File: config.mk
export PLATFORM = sky130hd
export DESIGN_NAME = stkc_cell
export DESIGN_NICKNAME = d
export VERILOG_FILES = /design/src/rtl/stkc_pkg.sv /design/src/rtl/stkc_cell.sv
export SDC_FILE = /design/constraint.sdc
export NUM_CORES = 1
export LEC_CHECK = 0
export BUFFER_PORTS_ARGS = -buffer_cell sky130_fd_sc_hd__buf_2
export CAP_MARGIN = 20
export CORE_UTILIZATION = 27
export DETAILED_ROUTE_END_ITERATION = 7
export PLACE_DENSITY = 0.62
export SLEW_MARGIN = 20
export SYNTH_ARGS = -nofsm -noshare
export SYNTH_HDL_FRONTEND = slang
export SYNTH_SLANG_ARGS = --single-unit
export TNS_END_PERCENT = 5
File: constraint.sdc
create_clock -name aclk -period 2.5 [get_ports aclk]
set_input_delay 0.375 -clock aclk [delete_from_list [all_inputs] [get_ports aclk]]
set_output_delay 0.375 -clock aclk [all_outputs]
set_load 0.02 [all_outputs]
File: src/rtl/stkc_pkg.sv
// ----------------------------------------------------------------------------
// stkc_pkg
// Shared types, command and status codes for the stack calculator.
// ----------------------------------------------------------------------------
`timescale 1ns / 1ps

package stkc_pkg;

    localparam int DATA_W          = 64;
    localparam int CMD_W           = 4;
    localparam int DEPTH_OUT_W     = 7;
    localparam int STATUS_W        = 3;
    localparam int DEF_STACK_DEPTH = 64;

    // One quotient bit per divider step.
    localparam int DIV_STEPS = DATA_W;

    // Command codes.
    localparam logic [CMD_W-1:0] CMD_PUSH    = 4'd0;
    localparam logic [CMD_W-1:0] CMD_DUP     = 4'd1;
    localparam logic [CMD_W-1:0] CMD_DROP    = 4'd2;
    localparam logic [CMD_W-1:0] CMD_ADD     = 4'd3;
    localparam logic [CMD_W-1:0] CMD_SUB     = 4'd4;
    localparam logic [CMD_W-1:0] CMD_DIV     = 4'd5;
    localparam logic [CMD_W-1:0] CMD_MUL     = 4'd6;
    localparam logic [CMD_W-1:0] CMD_OR      = 4'd7;
    localparam logic [CMD_W-1:0] CMD_REM     = 4'd8;
    localparam logic [CMD_W-1:0] CMD_LESS    = 4'd9;
    localparam logic [CMD_W-1:0] CMD_GREATER = 4'd10;
    localparam logic [CMD_W-1:0] CMD_EQUAL   = 4'd11;
    localparam logic [CMD_W-1:0] CMD_FINISH  = 4'd12;

    // Status codes.
    localparam logic [STATUS_W-1:0] STAT_OK        = 3'd0;
    localparam logic [STATUS_W-1:0] STAT_UNDERFLOW = 3'd1;
    localparam logic [STATUS_W-1:0] STAT_OVERFLOW  = 3'd2;
    localparam logic [STATUS_W-1:0] STAT_DIV_ZERO  = 3'd3;
    localparam logic [STATUS_W-1:0] STAT_FIN_EMPTY = 3'd4;

    // What a stack cell loads on the next edge.
    typedef enum logic [1:0] {
        CELL_HOLD,
        CELL_ABOVE,
        CELL_BELOW
    } cell_op_t;

    // Request to the multi-cycle arithmetic unit.
    typedef struct packed {
        logic start;
        logic is_mul;
        logic is_rem;
    } alu_req_t;

    typedef struct packed {
        logic [CMD_W-1:0]         cmd;
        logic signed [DATA_W-1:0] push_value;
    } in_item_t;

    typedef struct packed {
        logic signed [DATA_W-1:0] top_value;
        logic [DEPTH_OUT_W-1:0]   depth;
        logic [STATUS_W-1:0]      status;
        logic                     is_final;
    } out_item_t;

endpackage

File: src/rtl/stkc_cell.sv
// ----------------------------------------------------------------------------
// stkc_cell
// One stack entry: holds, takes its upper neighbor, or takes its lower one.
// ----------------------------------------------------------------------------
`timescale 1ns / 1ps

module stkc_cell (
    input  logic                         aclk,
    input  stkc_pkg::cell_op_t           op,
    input  logic [stkc_pkg::DATA_W-1:0]  from_above,
    input  logic [stkc_pkg::DATA_W-1:0]  from_below,
    output logic [stkc_pkg::DATA_W-1:0]  value
);

    logic [stkc_pkg::DATA_W-1:0] value_reg;
    logic [stkc_pkg::DATA_W-1:0] value_next;

    always_comb begin
        unique case (op)
            stkc_pkg::CELL_ABOVE: value_next = from_above;
            stkc_pkg::CELL_BELOW: value_next = from_below;
            default:              value_next = value_reg;
        endcase
    end

    always_ff @(posedge aclk) begin
        value_reg <= value_next;
    end

    assign value = value_reg;

endmodule

; Word-level counts from Yosys, hierarchy flattened
; Cells that the tools add are included.
; W data, S select, Z words.
[classes]
addsub = 0
mul = 0
div_mod_pow = 0
magnitude_cmp = 0
eq_ne = 2
shifts = 0
muxes = 1
bitwise_logic = 0
n_reduce_logical = 1
[ops]
columns = cell, count
row1 = $pmux W64 S2, 1
row2 = $eq A2 B1 Y1 const B, 1
row3 = $eq A2 B2 Y1 const B, 1
row4 = $reduce_bool A2 Y1, 1
[word_totals]
reg_bits = 64
latch_bits = 0
ram_bits = 0
romBits = 0
inputBits = 131
output_inout_bits = 64
n_memories = 0

; Logic depth before layout (Yosys ltp)
[logic_depth]
ltp_word = 2
ltp_mapped = 5

; Worst setup path after synthesis
; OpenSTA, ideal clock, no wires.
[synth_timing]
path_kind = input to register
startpoint = in op[0]
endpoint = reg value_reg, in the netlist value[0] (enable)
setup_ns = 0.418
arrival_ns = 1.930
required_time_ns = 2.082
setup_slack_ns = 0.152
stages = 3
path_cell_list = inv_1 > ha_1 > inv_1
[synth_between]
elab_chain_len = 2
word_cells_on_any_way = 3
[synth_lines]
columns = element, line
row1 = "start, declared", stkc_cell.sv:9  ; input stkc_pkg::cell_op_t op,
row2 = $eq A2 B2 Y1 or $eq A2 B1 Y1 (tied branches), stkc_cell.sv:19  ; unique case (op)
row3 = $reduce_bool A2 Y1 (no line) (*), -
row4 = "end signal, assigned", stkc_cell.sv:27  ; value_reg <= value_next;
row5 = "end, declared", stkc_cell.sv:15  ; logic [stkc_pkg::DATA_W-1:0] value_reg;
; Every way passes the cells marked *; elsewhere a longest branch is shown, timed or not.
; A chain may end at the register's enable or synchronous reset.

; Worst setup path after layout
[layout_timing]
startpoint = in op[0]
endpoint = reg value_reg, in the netlist value[63] (data pin)
[layout_between]
elab_chain_len = 2
word_cells_on_any_way = 3
[layout_lines]
columns = element, line
row1 = $eq A2 B2 Y1 or $eq A2 B1 Y1 (tied branches), stkc_cell.sv:19
row2 = $pmux W64 S2 (*), stkc_cell.sv:19
row3 = "net value_next, one bit", stkc_cell.sv:16  ; logic [stkc_pkg::DATA_W-1:0] value_next;
; The timed path passes the listed nets; every way through them passes the cells marked *.

==> metrics.cfg <==
[outcome]
status=finished clean

[clock_network]
cts-buffers-inserted=9
clk_pin_slew_ps=70
ctsRootBufferMaster=clkbuf_8
clock_tree.buffer_depth=2
cts_setup_buffers=0
htree_levels=3
cts.sinks=64
postCtsResizedCells=0
cts_hold_buf=0
cts_tree=yes

[timing]
finalSetupViolations=0
tightest_slew_ps=590
min_period_ps=1530
slew_headroom_pct=60.7
rsz0062_at_grt=false
tns_ps=0
hold_viol=0
drv_slew=0
fmax_ghz=0.653
period_share_pct=61.2

[global_route]
grt_pass1_wl_um=9600
grtUsageMet2_pct=18.0
grt_usage_pct=11.2
grt_max_degree=33
grt.overflow.total=0
antenna_found_initial=1
grt_busiest_layer=met2
grt_pass1_vias=2008
grt_use_met1_pct=12.2
met3_usage_pct=6.36

[drt]
dr.pass1.iters=2
drt_iter0_drc=45
drt-total-wl_um=6460
drtAntennaViolNets=0
route.vias.total=1974
drt-wirelength-per-cell_um=13.3
viasPerCell=4.07
drc=0

[place]
place_congestion=0.685
port_buffers=194
hpwl_um=4910

[power]
powerDensity_nw_per_um2=679
clkPwrFrac_pct=28.5
seqPwrFrac_pct=48.4
internal-power_mw=2.12
sw_frac_of_total_pct=26.9
ir_drop_mv=0.281
leakagePower_nw=1.99
combPwrFrac_pct=23.2
p_sw_mw=0.778

[final_layout]
n_antenna_cell=0
nNetsFinal=472
final_common_cell=buf_2
layout.cells.most_common_list=194 x buf_2, 64 x edfxtp_1, 60 x mux2_4, 9 x clkbuf_8, 4 x mux2_2
drive_above_1_share_pct=80.3
largest_reg_flops=64
area_growth_pct=41.4
fin_util_pct=39.2

[floorplanning]
core-area_um2=10900
ios=195
die_area_um2=11600
std_cell_rows=38
start_util_pct=27.7
fp.dieH_um=108
die_x_um=108

[worst_setup_path]
cp_data_arrival_time_ps=1610
cp.required_ps=2580
end_kind=flip-flop
path_cells=buf_2 -> inv_1 -> ha_4 -> buf_4 -> mux2_2
cp-start-kind=input pin
crit_path_top_delay_cell=buf_4
setup.worst_path.class=in2reg
cp_slowest_stage_delay_ps=490
worstPathMaxFanout=32

[yosys]
synth_seq_cells=64
syn_inst=138
syn_avg_cell_area_um2=21.9
synth_top_area_share_pct=63.7
ys_types=7
synth.area.top_cells=edfxtp_1 64%, mux2_4 30%, buf_12 4.0%, mux2_2 1.5%, ha_1 0.41%
syn-cell-area_um2=3020
synth_warnings=0
syn-num-nets=270
synth_top_area_cell=edfxtp_1
yosysSeqAreaShare_pct=63.7

[min_path]
holdCritPathClass=in2reg
min-delay-start=from_below[26]
whs_endpoint=value[26]$_DFFE_PP_
hold-path-cell-count=2

[run]
cap_violations=0

cell families after synthesis:
| group | count (synthesis) | share of synthesized area (%) |
|---|---|---|
| mux | 64 | 31.3 |
| buf+inv | 9 | 4.60 |
| flops | 64 | 63.7 |
| fa+ha+maj | 1 | 0.414 |
how the worst max path moves through the flow:
| stage | endpoint | cells past startpoint | slack, ps | startpoint |
|---|---|---|---|---|
| finish | value[63]$_DFFE_PP_ | 5 | 970 | op[0] |
| global route | value[63]$_DFFE_PP_ | 5 | 930 | op[0] |
| CTS | value[63]$_DFFE_PP_ | 5 | 970 | op[0] |
| detailed placement | value[63]$_DFFE_PP_ | 5 | 610 | op[0] |
| global placement | value[63]$_DFFE_PP_ | 5 | 660 | op[0] |
| floorplan | value[0]$_DFFE_PP_ | 3 | 150 | op[0] |
final cells by class:
| class | count | area, µm² |
|---|---|---|
| timing repair buffer | 198 | 1010 |
| clock inverter | 4 | 45.0 |
| sequential | 64 | 1920 |
| multi-input combinational | 65 | 971 |
| inverter | 2 | 7.51 |
| fill | 1052 | 6620 |
| clock buffer | 12 | 135 |
| tap | 140 | 175 |
cell usage after synthesis, drive strengths merged:
cell type and number:
edfxtp 64, buf 7, inv 2, mux2 64
ha 1
routing by layer:
layer | vias to the layer above | part of all wire (%) | routed length [µm]
met5 | - | 0 | 0
met1 | 893 | 40 | 2590
li1 | 942 | - | -
met4 | 0 | 1.8 | 114
met3 | 12 | 12 | 773
met2 | 127 | 46 | 2990
per-stage QoR:
step / total power [mW] / instance area, µm² / instances / hold WS (ps) / setup WS, ps
6_report: 2.90 / 4270 / 485 / 343 / 970
5_1_grt: 3.05 / 4270 / 485 / 302 / 932
4_1_cts: 2.96 / 4270 / 485 / 315 / 970
3_5_place_dp: 2.10 / 4090 / 469 / 678 / 607
3_3_place_gp: 2.09 / 4090 / 469 / 676 / 665
2_1_floorplan: 1.84 / 3020 / 138 / 592 / 152
power by group through the flow:
stage / registers (mW) / clock network (mW) / logic [mW]
final: 1.40 / 0.825 / 0.671
after detailed placement: 1.43 / 0 / 0.678
after global routing: 1.42 / 0.919 / 0.716
after CTS: 1.40 / 0.871 / 0.680
after global placement: 1.42 / 0 / 0.671
after floorplan: 1.64 / 0 / 0.205
critical path: cells and delay by family:
family	cells	cell delay [ps]
adder cells (fa/ha/maj)	1	160
multiplexers	1	400
buffers and inverters	3	670
Note: power is estimated with default switching activity, not from simulation.
