--- src/rtl/stkc_pkg.sv ---
// ----------------------------------------------------------------------------
// stkc_pkg
// Shared types, command and status codes for the stack calculator.
// ----------------------------------------------------------------------------
`timescale 1ns / 1ps

package stkc_pkg;

    localparam int DATA_W          = 64;
    localparam int CMD_W           = 4;
    localparam int DEPTH_OUT_W     = 7;
    localparam int STATUS_W        = 3;
    localparam int DEF_STACK_DEPTH = 64;

    // One quotient bit per divider step.
    localparam int DIV_STEPS = DATA_W;

    // Command codes.
    localparam logic [CMD_W-1:0] CMD_PUSH    = 4'd0;
    localparam logic [CMD_W-1:0] CMD_DUP     = 4'd1;
    localparam logic [CMD_W-1:0] CMD_DROP    = 4'd2;
    localparam logic [CMD_W-1:0] CMD_ADD     = 4'd3;
    localparam logic [CMD_W-1:0] CMD_SUB     = 4'd4;
    localparam logic [CMD_W-1:0] CMD_DIV     = 4'd5;
    localparam logic [CMD_W-1:0] CMD_MUL     = 4'd6;
    localparam logic [CMD_W-1:0] CMD_OR      = 4'd7;
    localparam logic [CMD_W-1:0] CMD_REM     = 4'd8;
    localparam logic [CMD_W-1:0] CMD_LESS    = 4'd9;
    localparam logic [CMD_W-1:0] CMD_GREATER = 4'd10;
    localparam logic [CMD_W-1:0] CMD_EQUAL   = 4'd11;
    localparam logic [CMD_W-1:0] CMD_FINISH  = 4'd12;

    // Status codes.
    localparam logic [STATUS_W-1:0] STAT_OK        = 3'd0;
    localparam logic [STATUS_W-1:0] STAT_UNDERFLOW = 3'd1;
    localparam logic [STATUS_W-1:0] STAT_OVERFLOW  = 3'd2;
    localparam logic [STATUS_W-1:0] STAT_DIV_ZERO  = 3'd3;
    localparam logic [STATUS_W-1:0] STAT_FIN_EMPTY = 3'd4;

    // What a stack cell loads on the next edge.
    typedef enum logic [1:0] {
        CELL_HOLD,
        CELL_ABOVE,
        CELL_BELOW
    } cell_op_t;

    // Request to the multi-cycle arithmetic unit.
    typedef struct packed {
        logic start;
        logic is_mul;
        logic is_rem;
    } alu_req_t;

    typedef struct packed {
        logic [CMD_W-1:0]         cmd;
        logic signed [DATA_W-1:0] push_value;
    } in_item_t;

    typedef struct packed {
        logic signed [DATA_W-1:0] top_value;
        logic [DEPTH_OUT_W-1:0]   depth;
        logic [STATUS_W-1:0]      status;
        logic                     is_final;
    } out_item_t;

endpackage

--- src/rtl/stkc_alu.sv ---
// ----------------------------------------------------------------------------
// stkc_alu
// Combinational binary operations plus a shared multi-cycle unit for
// multiply (one 32x32 multiplier, three passes) and divide / remainder
// (restoring, one quotient bit per cycle).
// ----------------------------------------------------------------------------
`timescale 1ns / 1ps

module stkc_alu (
    input  logic                         aclk,
    input  logic                         aresetn,
    input  logic [stkc_pkg::CMD_W-1:0]   quick_cmd,
    input  logic [stkc_pkg::DATA_W-1:0]  opa,
    input  logic [stkc_pkg::DATA_W-1:0]  opb,
    output logic [stkc_pkg::DATA_W-1:0]  quick_result,
    input  stkc_pkg::alu_req_t           req,
    output logic                         done,
    output logic [stkc_pkg::DATA_W-1:0]  result
);

    localparam int DW    = stkc_pkg::DATA_W;
    localparam int HW    = DW / 2;
    localparam int CNT_W = $clog2(stkc_pkg::DIV_STEPS);

    localparam logic [1:0] A_IDLE = 2'd0;
    localparam logic [1:0] A_MUL  = 2'd1;
    localparam logic [1:0] A_DIV  = 2'd2;
    localparam logic [1:0] A_FIX  = 2'd3;

    function automatic logic [DW-1:0] magnitude(input logic [DW-1:0] v);
        magnitude = v[DW-1] ? ({DW{1'b0}} - v) : v;
    endfunction

    // b is the entry below the top (opb), a is the top (opa).
    always_comb begin
        unique case (quick_cmd)
            stkc_pkg::CMD_ADD:     quick_result = opb + opa;
            stkc_pkg::CMD_SUB:     quick_result = opb - opa;
            stkc_pkg::CMD_OR:      quick_result = opb | opa;
            stkc_pkg::CMD_LESS:
                quick_result = DW'($signed(opb) < $signed(opa));
            stkc_pkg::CMD_GREATER:
                quick_result = DW'($signed(opb) > $signed(opa));
            stkc_pkg::CMD_EQUAL:   quick_result = DW'(opb == opa);
            default:               quick_result = '0;
        endcase
    end

    logic [1:0]       a_state_reg, a_state_next;
    logic [CNT_W-1:0] cnt_reg,     cnt_next;
    logic             done_reg,    done_next;
    logic [DW-1:0]    acc_reg,     acc_next;
    logic [DW-1:0]    rem_reg,     rem_next;
    logic [DW-1:0]    quo_reg,     quo_next;
    logic [DW-1:0]    dvs_reg,     dvs_next;
    logic             neg_reg,     neg_next;
    logic             is_rem_reg,  is_rem_next;

    logic [HW-1:0]    mul_x, mul_y;
    logic [DW-1:0]    mul_p;
    logic [DW:0]      shifted;
    logic [DW:0]      diff;
    logic [DW-1:0]    fix_val;

    // Multiplier operands per pass: lo*lo, lo(a)*hi(b), hi(a)*lo(b).
    always_comb begin
        unique case (cnt_reg[1:0])
            2'd0: begin
                mul_x = dvs_reg[HW-1:0];
                mul_y = quo_reg[HW-1:0];
            end
            2'd1: begin
                mul_x = dvs_reg[HW-1:0];
                mul_y = quo_reg[DW-1:HW];
            end
            default: begin
                mul_x = dvs_reg[DW-1:HW];
                mul_y = quo_reg[HW-1:0];
            end
        endcase
    end

    assign mul_p   = mul_x * mul_y;
    assign shifted = {rem_reg, quo_reg[DW-1]};
    assign diff    = shifted - {1'b0, dvs_reg};
    assign fix_val = is_rem_reg ? rem_reg : quo_reg;

    always_comb begin
        a_state_next = a_state_reg;
        cnt_next     = cnt_reg;
        done_next    = 1'b0;
        acc_next     = acc_reg;
        rem_next     = rem_reg;
        quo_next     = quo_reg;
        dvs_next     = dvs_reg;
        neg_next     = neg_reg;
        is_rem_next  = is_rem_reg;
        unique case (a_state_reg)
            A_IDLE: begin
                if (req.start) begin
                    cnt_next    = '0;
                    is_rem_next = req.is_rem;
                    rem_next    = '0;
                    if (req.is_mul) begin
                        quo_next     = opb;
                        dvs_next     = opa;
                        a_state_next = A_MUL;
                    end else begin
                        quo_next     = magnitude(opb);
                        dvs_next     = magnitude(opa);
                        neg_next     = req.is_rem ? opb[DW-1] : (opb[DW-1] ^ opa[DW-1]);
                        a_state_next = A_DIV;
                    end
                end
            end
            A_MUL: begin
                cnt_next = cnt_reg + CNT_W'(1);
                if (cnt_reg == '0) begin
                    acc_next = mul_p;
                end else begin
                    acc_next = acc_reg + {mul_p[HW-1:0], {HW{1'b0}}};
                end
                if (cnt_reg == CNT_W'(2)) begin
                    done_next    = 1'b1;
                    a_state_next = A_IDLE;
                end
            end
            A_DIV: begin
                cnt_next = cnt_reg + CNT_W'(1);
                // Restore when the trial subtraction goes negative.
                rem_next = diff[DW] ? shifted[DW-1:0] : diff[DW-1:0];
                quo_next = {quo_reg[DW-2:0], ~diff[DW]};
                if (cnt_reg == CNT_W'(stkc_pkg::DIV_STEPS - 1)) begin
                    a_state_next = A_FIX;
                end
            end
            default: begin
                acc_next     = neg_reg ? ({DW{1'b0}} - fix_val) : fix_val;
                done_next    = 1'b1;
                a_state_next = A_IDLE;
            end
        endcase
    end

    always_ff @(posedge aclk) begin
        if (!aresetn) begin
            a_state_reg <= A_IDLE;
            cnt_reg     <= '0;
            done_reg    <= 1'b0;
        end else begin
            a_state_reg <= a_state_next;
            cnt_reg     <= cnt_next;
            done_reg    <= done_next;
        end
        acc_reg    <= acc_next;
        rem_reg    <= rem_next;
        quo_reg    <= quo_next;
        dvs_reg    <= dvs_next;
        neg_reg    <= neg_next;
        is_rem_reg <= is_rem_next;
    end

    assign done   = done_reg;
    assign result = acc_reg;

endmodule

--- config.mk ---
export PLATFORM = sky130hd
export DESIGN_NAME = stkc_alu
export DESIGN_NICKNAME = d
export VERILOG_FILES = /design/src/rtl/stkc_pkg.sv /design/src/rtl/stkc_alu.sv
export SDC_FILE = /design/constraint.sdc
export NUM_CORES = 2
export LEC_CHECK = 0
export BUFFER_PORTS_ARGS = -buffer_cell sky130_fd_sc_hd__buf_2
export CAP_MARGIN = 30
export CORE_ASPECT_RATIO = 0.5
export CORE_MARGIN = 2
export CORE_UTILIZATION = 25
export CTS_BUF_LIST = sky130_fd_sc_hd__clkbuf_8
export CTS_CLUSTER_DIAMETER = 200
export DETAILED_ROUTE_END_ITERATION = 8
export PLACE_DENSITY = 0.44
export SLEW_MARGIN = 0
export SYNTH_ARGS = -nofsm -noshare
export SYNTH_HDL_FRONTEND = slang
export SYNTH_SLANG_ARGS = --single-unit
--- constraint.sdc ---
create_clock -name aclk -period 14 [get_ports aclk]
set_input_delay 3.5 -clock aclk [delete_from_list [all_inputs] [get_ports aclk]]
set_output_delay 3.5 -clock aclk [all_outputs]
set_load 0.05 [all_outputs]
[Word-level counts from Yosys, hierarchy flattened]
Cells that the tools add are included.
Storage, ports and cells
  bits in registers: 267
  bits in latches: 0
  memory bits (writable): 0
  ROM bits: 0
  input bits: 137
  logic and storage cells: 78
  memories kept: 0
Operators by class
  $add $sub $neg: 8
  multiply operators: 1
  divide/modulo/power cells: 0
  $lt $le $gt $ge: 2
  equality and inequality tests: 15
  shift operators: 0
  muxes and demuxes: 26
  bitwise operators: 4
  reductions and logical operators: 13
Operator list (count)
  64-bit two-way mux: 10
  64-bit case mux with 2 select lines: 3
  64-bit case mux with 6 select lines: 1
  1-bit by 64-bit subtractor with 64-bit output (first input constant): 3
  64-bit adder: 2
  65-bit by 64-bit subtractor with 65-bit output: 1
  64-bit equality test: 1
  64-bit > comparator: 1
  64-bit less-than comparator: 1
  32-bit by 32-bit multiplier with 64-bit output: 1
  32-bit two-way mux: 2
  64-bit OR: 1
  64-bit subtractor: 1
  4-bit equality test (second input constant): 3
  6-bit case mux with 2 select lines: 1
  4-bit by 3-bit equality test with 1-bit output (second input constant): 2
  2-bit two-way mux: 4
  6-bit by 1-bit adder with 6-bit output (second input constant): 1
  6-bit by 2-bit equality test with 1-bit output (second input constant): 1
  6-bit equality test (second input constant): 1
  6-bit zero test: 1
  6-bit two-way mux: 1
  2-bit != test (second input constant): 3
  2-bit case mux with 3 select lines: 1
  12 further kinds: 22

[Logic depth before layout (Yosys ltp)]
  depth in word-level cells: 7
  depth in mapped cells: 42

[Least setup slack after synthesis]
Ideal clock, no wire load.
  path kind: flip-flop to flip-flop
  from: register a_state_reg[0]
  to: register quo_reg[0] (enable)
  arrival: 10172 ps
  required time: 13208 ps
  slack: 3036 ps
  cell stages (with the launch flop): 7
  path buffers: 2
  period minus slack after synthesis: 10964 ps
  path through: dfxtp_1 > inv_1 > ha_1 > clkbuf_1 > clkinv_1 > clkbuf_1 > o21ai_0
Between the ends
  cells in the longest elaborated chain, start to end: 3
  elaborated cells on any way between the ends: 5
RTL lines
  start: declaration: RTL line stkc_alu.sv:49  | logic [1:0] a_state_reg, a_state_next;
  start signal: assignment: RTL line stkc_alu.sv:151  | a_state_reg <= a_state_next;
  2-bit equality test / 2-bit zero test (equally long branches): RTL line stkc_alu.sv:98  | unique case (a_state_reg)
  2-bit nonzero test (no line) / 2-bit != test (equally long branches)
  2-bit AND reduction (no line) (*)
  end signal: assignment: RTL line stkc_alu.sv:157  | quo_reg <= quo_next;
  end: declaration: RTL line stkc_alu.sv:54  | logic [DW-1:0] quo_reg, quo_next;
Mark *: on every way between the ends. The rest lies on a longest branch, timed or not.
A chain may end at the register's enable or synchronous reset.

[Worst setup path after layout]
  from: input port opa[3] (netlist name)
  to: output port quick_result[63] (netlist name)
Between the ends
  cells in the longest elaborated chain, start to end: 2
  elaborated cells on any way between the ends: 3
RTL lines
  start: declaration: RTL line stkc_alu.sv:13  | input logic [stkc_pkg::DATA_W-1:0] opa,
  64-bit subtractor / 64-bit adder (equally long branches): RTL line stkc_alu.sv:38, stkc_alu.sv:37
  64-bit case mux with 6 select lines (*): RTL line stkc_alu.sv:36  | unique case (quick_cmd)
  end: declaration: RTL line stkc_alu.sv:15  | output logic [stkc_pkg::DATA_W-1:0] quick_result,
Marked as above.

==> summary.txt <==
status: finished clean
share of layout cells above drive strength 1: 8.49%
Std-Cell Rows: 131
CP startpoint kind: input port
Synth Flop Type: edfxtp_1
most common cell in the synthesized netlist: inv_1
Final Setup Violations: 0
dpl cells: 11200
fraction of registers with async set/reset: 0%
final wirelength: 304 mm
crit path capture type: output pin
GP Congestion: 0.972
setup TNS: 0 ns
top cell type's share of synthesized area: 28.0%
1st-pass router iterations: 6
drt wl/cell: 26.9 µm
I/O Buffers: 265
Hold Violations, Final: 0
RSZ-0062 raised after global routing: no
DRC Markers: 0
die footprint: 261000 µm²
Num CTS Buffers: 50
Finished Core Util: 27.8%
CTS tree: done
Max FO, Critical Path: 6
synthesized area: 64200 µm²
Clock Skew: 0.0990 ns
Root Buffer: clkbuf_8
R2R cell count: 35
first-pass GRT wire length: 434 mm
initial antenna violation count: 25
syn_nets: 9379
clock buffer depth: 3
height of the die: 362 µm
largest net degree at the start of global routing: 135
Max Freq: 82.8 MHz
post-cts repair resize count: 0
Slew HR: 26.7%
Synth top cells by count: inv_1, nand2_1, fa_1
vias in the first global route: 58700
Synth warnings: 0
Clock Latency Late Sink: 0.72 ns
Arr. time, crit path: 8.58 ns
HP Class: reg -> reg
CP Class: in -> out
hold path endpoint: cnt_reg[5]
DP Wirelength: 248 mm
RR Endpoint: result[62]
TritonCTS Sinks: 267
Via Count: 58800
Reg-to-Reg Start: cnt_reg[0]
postcts setup bufs: 0
grt ovf: 0
worst slew pin tran: 1.09 ns
Worst-path clk slew: 0.05 ns
Core Area: 255000 µm²
Synth Area in Simple Gates: 16.6%
Post-Synth XOR/XNOR Area: 4.58%
period utilization: 86.3%
Synth Area in Adders: 39.0%
Synth Area in Compound Gates: 15.0%
initial core utilization: 25.2%
proportion of synthesized area in mux cells: 3.39%
hold buffer count at cts: 0
register bit total from synthesis: 267
Worst R2R Setup Slack: 3.26 ns
WP data required: 10.50 ns
Final Max Tran Viols: 0
minimum clock period: 12.08 ns
non-filler instance count after layout: 11300
Die Width: 721 µm
largest family of logic cells by synthesized area: adder cells
syn avg cell area: 8.26 µm²
synth unique cells: 96
leading area contributor after synthesis: fa_1
H-tree depth: 2
GRT Util Overall: 22.7%
nets: 9478
Synth Instances: 7780
Worst Hold Launch: cnt_reg[5]
DRT antenna net count: 0
post-DR vias/cell: 5.19
DR iter-0 viols: 5473
most area-consuming cells after synthesis: fa_1, edfxtp_1, ha_1
worst hold path cell count: 2
Area growth syn-to-layout: 10.6%
sequential area share after synthesis: 12.3%
# IOs: 266
max cap viols: 0
EDFF count, synth: 258
[critical path, stage by stage]
cell	delay (ns)
buf_2	0.12
inv_1	0.06
ha_1	0.36
a21oi_1	0.27
a2bb2oi_1	0.42
a211oi_1	0.21
a211oi_1	0.91
o22ai_1	0.33
a21oi_1	0.58
o31a_1	0.50
nor4_1	0.20
a2111oi_0	0.47
a311oi_1	0.10
a31oi_1	0.22
buf_2	0.30
[how the worst max path moves through the flow]
stage                              start                to  slack [ns]  cells past startpoint
after floorplan           a_state_reg[0]        quo_reg[0]        3.04                      6
after global placement            opa[1]  quick_result[63]        2.14                     15
after detailed placement          opa[3]  quick_result[63]        2.11                     15
after CTS                         opa[1]  quick_result[63]        2.11                     15
after global routing              opa[3]  quick_result[63]        1.72                     15
final                             opa[3]  quick_result[63]        1.92                     15
[cell usage in the layout, fill, tap and decap left out, types with 56 or more instances in the layout]
cell type  instances
nand2b_1          56
o22ai_1           92
fa_1             900
buf_2            267
nor2_1           718
a21o_1            97
o31ai_1           59
edfxtp_1         258
buf_4            147
nand2_1         1089
nand3_1           96
mux2i_1          134
xnor2_1          270
xor2_1            65
a21oi_1          398
ha_1             559
o21ai_0          348
o21bai_1          69
nand4_1           75
a31oi_1           59
inv_1           1182
nor3_1           116
[layer usage]
metal	share of wire, %	GRT usage [%]
met2	44	35.8
met3	7.2	3.70
met1	45	31.7
met5	0.028	0
met4	3.6	7.25
[logic make-up (layout without fill, tap and decap cells)]
logic type               after synthesis  count (layout)
buffers and inverters               1544            1680
AO/OA/AOI/OAI                       1518            1518
adder cells (fa/ha/maj)             1462            1462
multiplexers                         210             210
AND/OR/NAND/NOR                     2443            2443
other                                  0              12
flip-flops                           267             267
XOR/XNOR                             336             336
[area by class of cell]
cell class	instances	area (µm²)
antenna	12	30.0
clock buffer	54	743
clock inverter	35	243
fill	27800	184000
inverter	1167	4380
multi-input combinational	5969	50900
sequential	267	7930
tap	3391	4240
timing repair buffer	424	2600
[metrics by stage]
step	setup WS [ns]	cell area, µm²	hold WS, ns
after floorplan	3.04	64200	0.471
after global placement	2.14	69800	0.496
after detailed placement	2.11	69900	0.513
after CTS	2.11	70900	0.521
after global routing	1.72	71000	0.563
final	1.92	71000	0.517
Power is not shown: default switching activity piles up to over one toggle a cycle in this logic, so the estimate is an artifact.
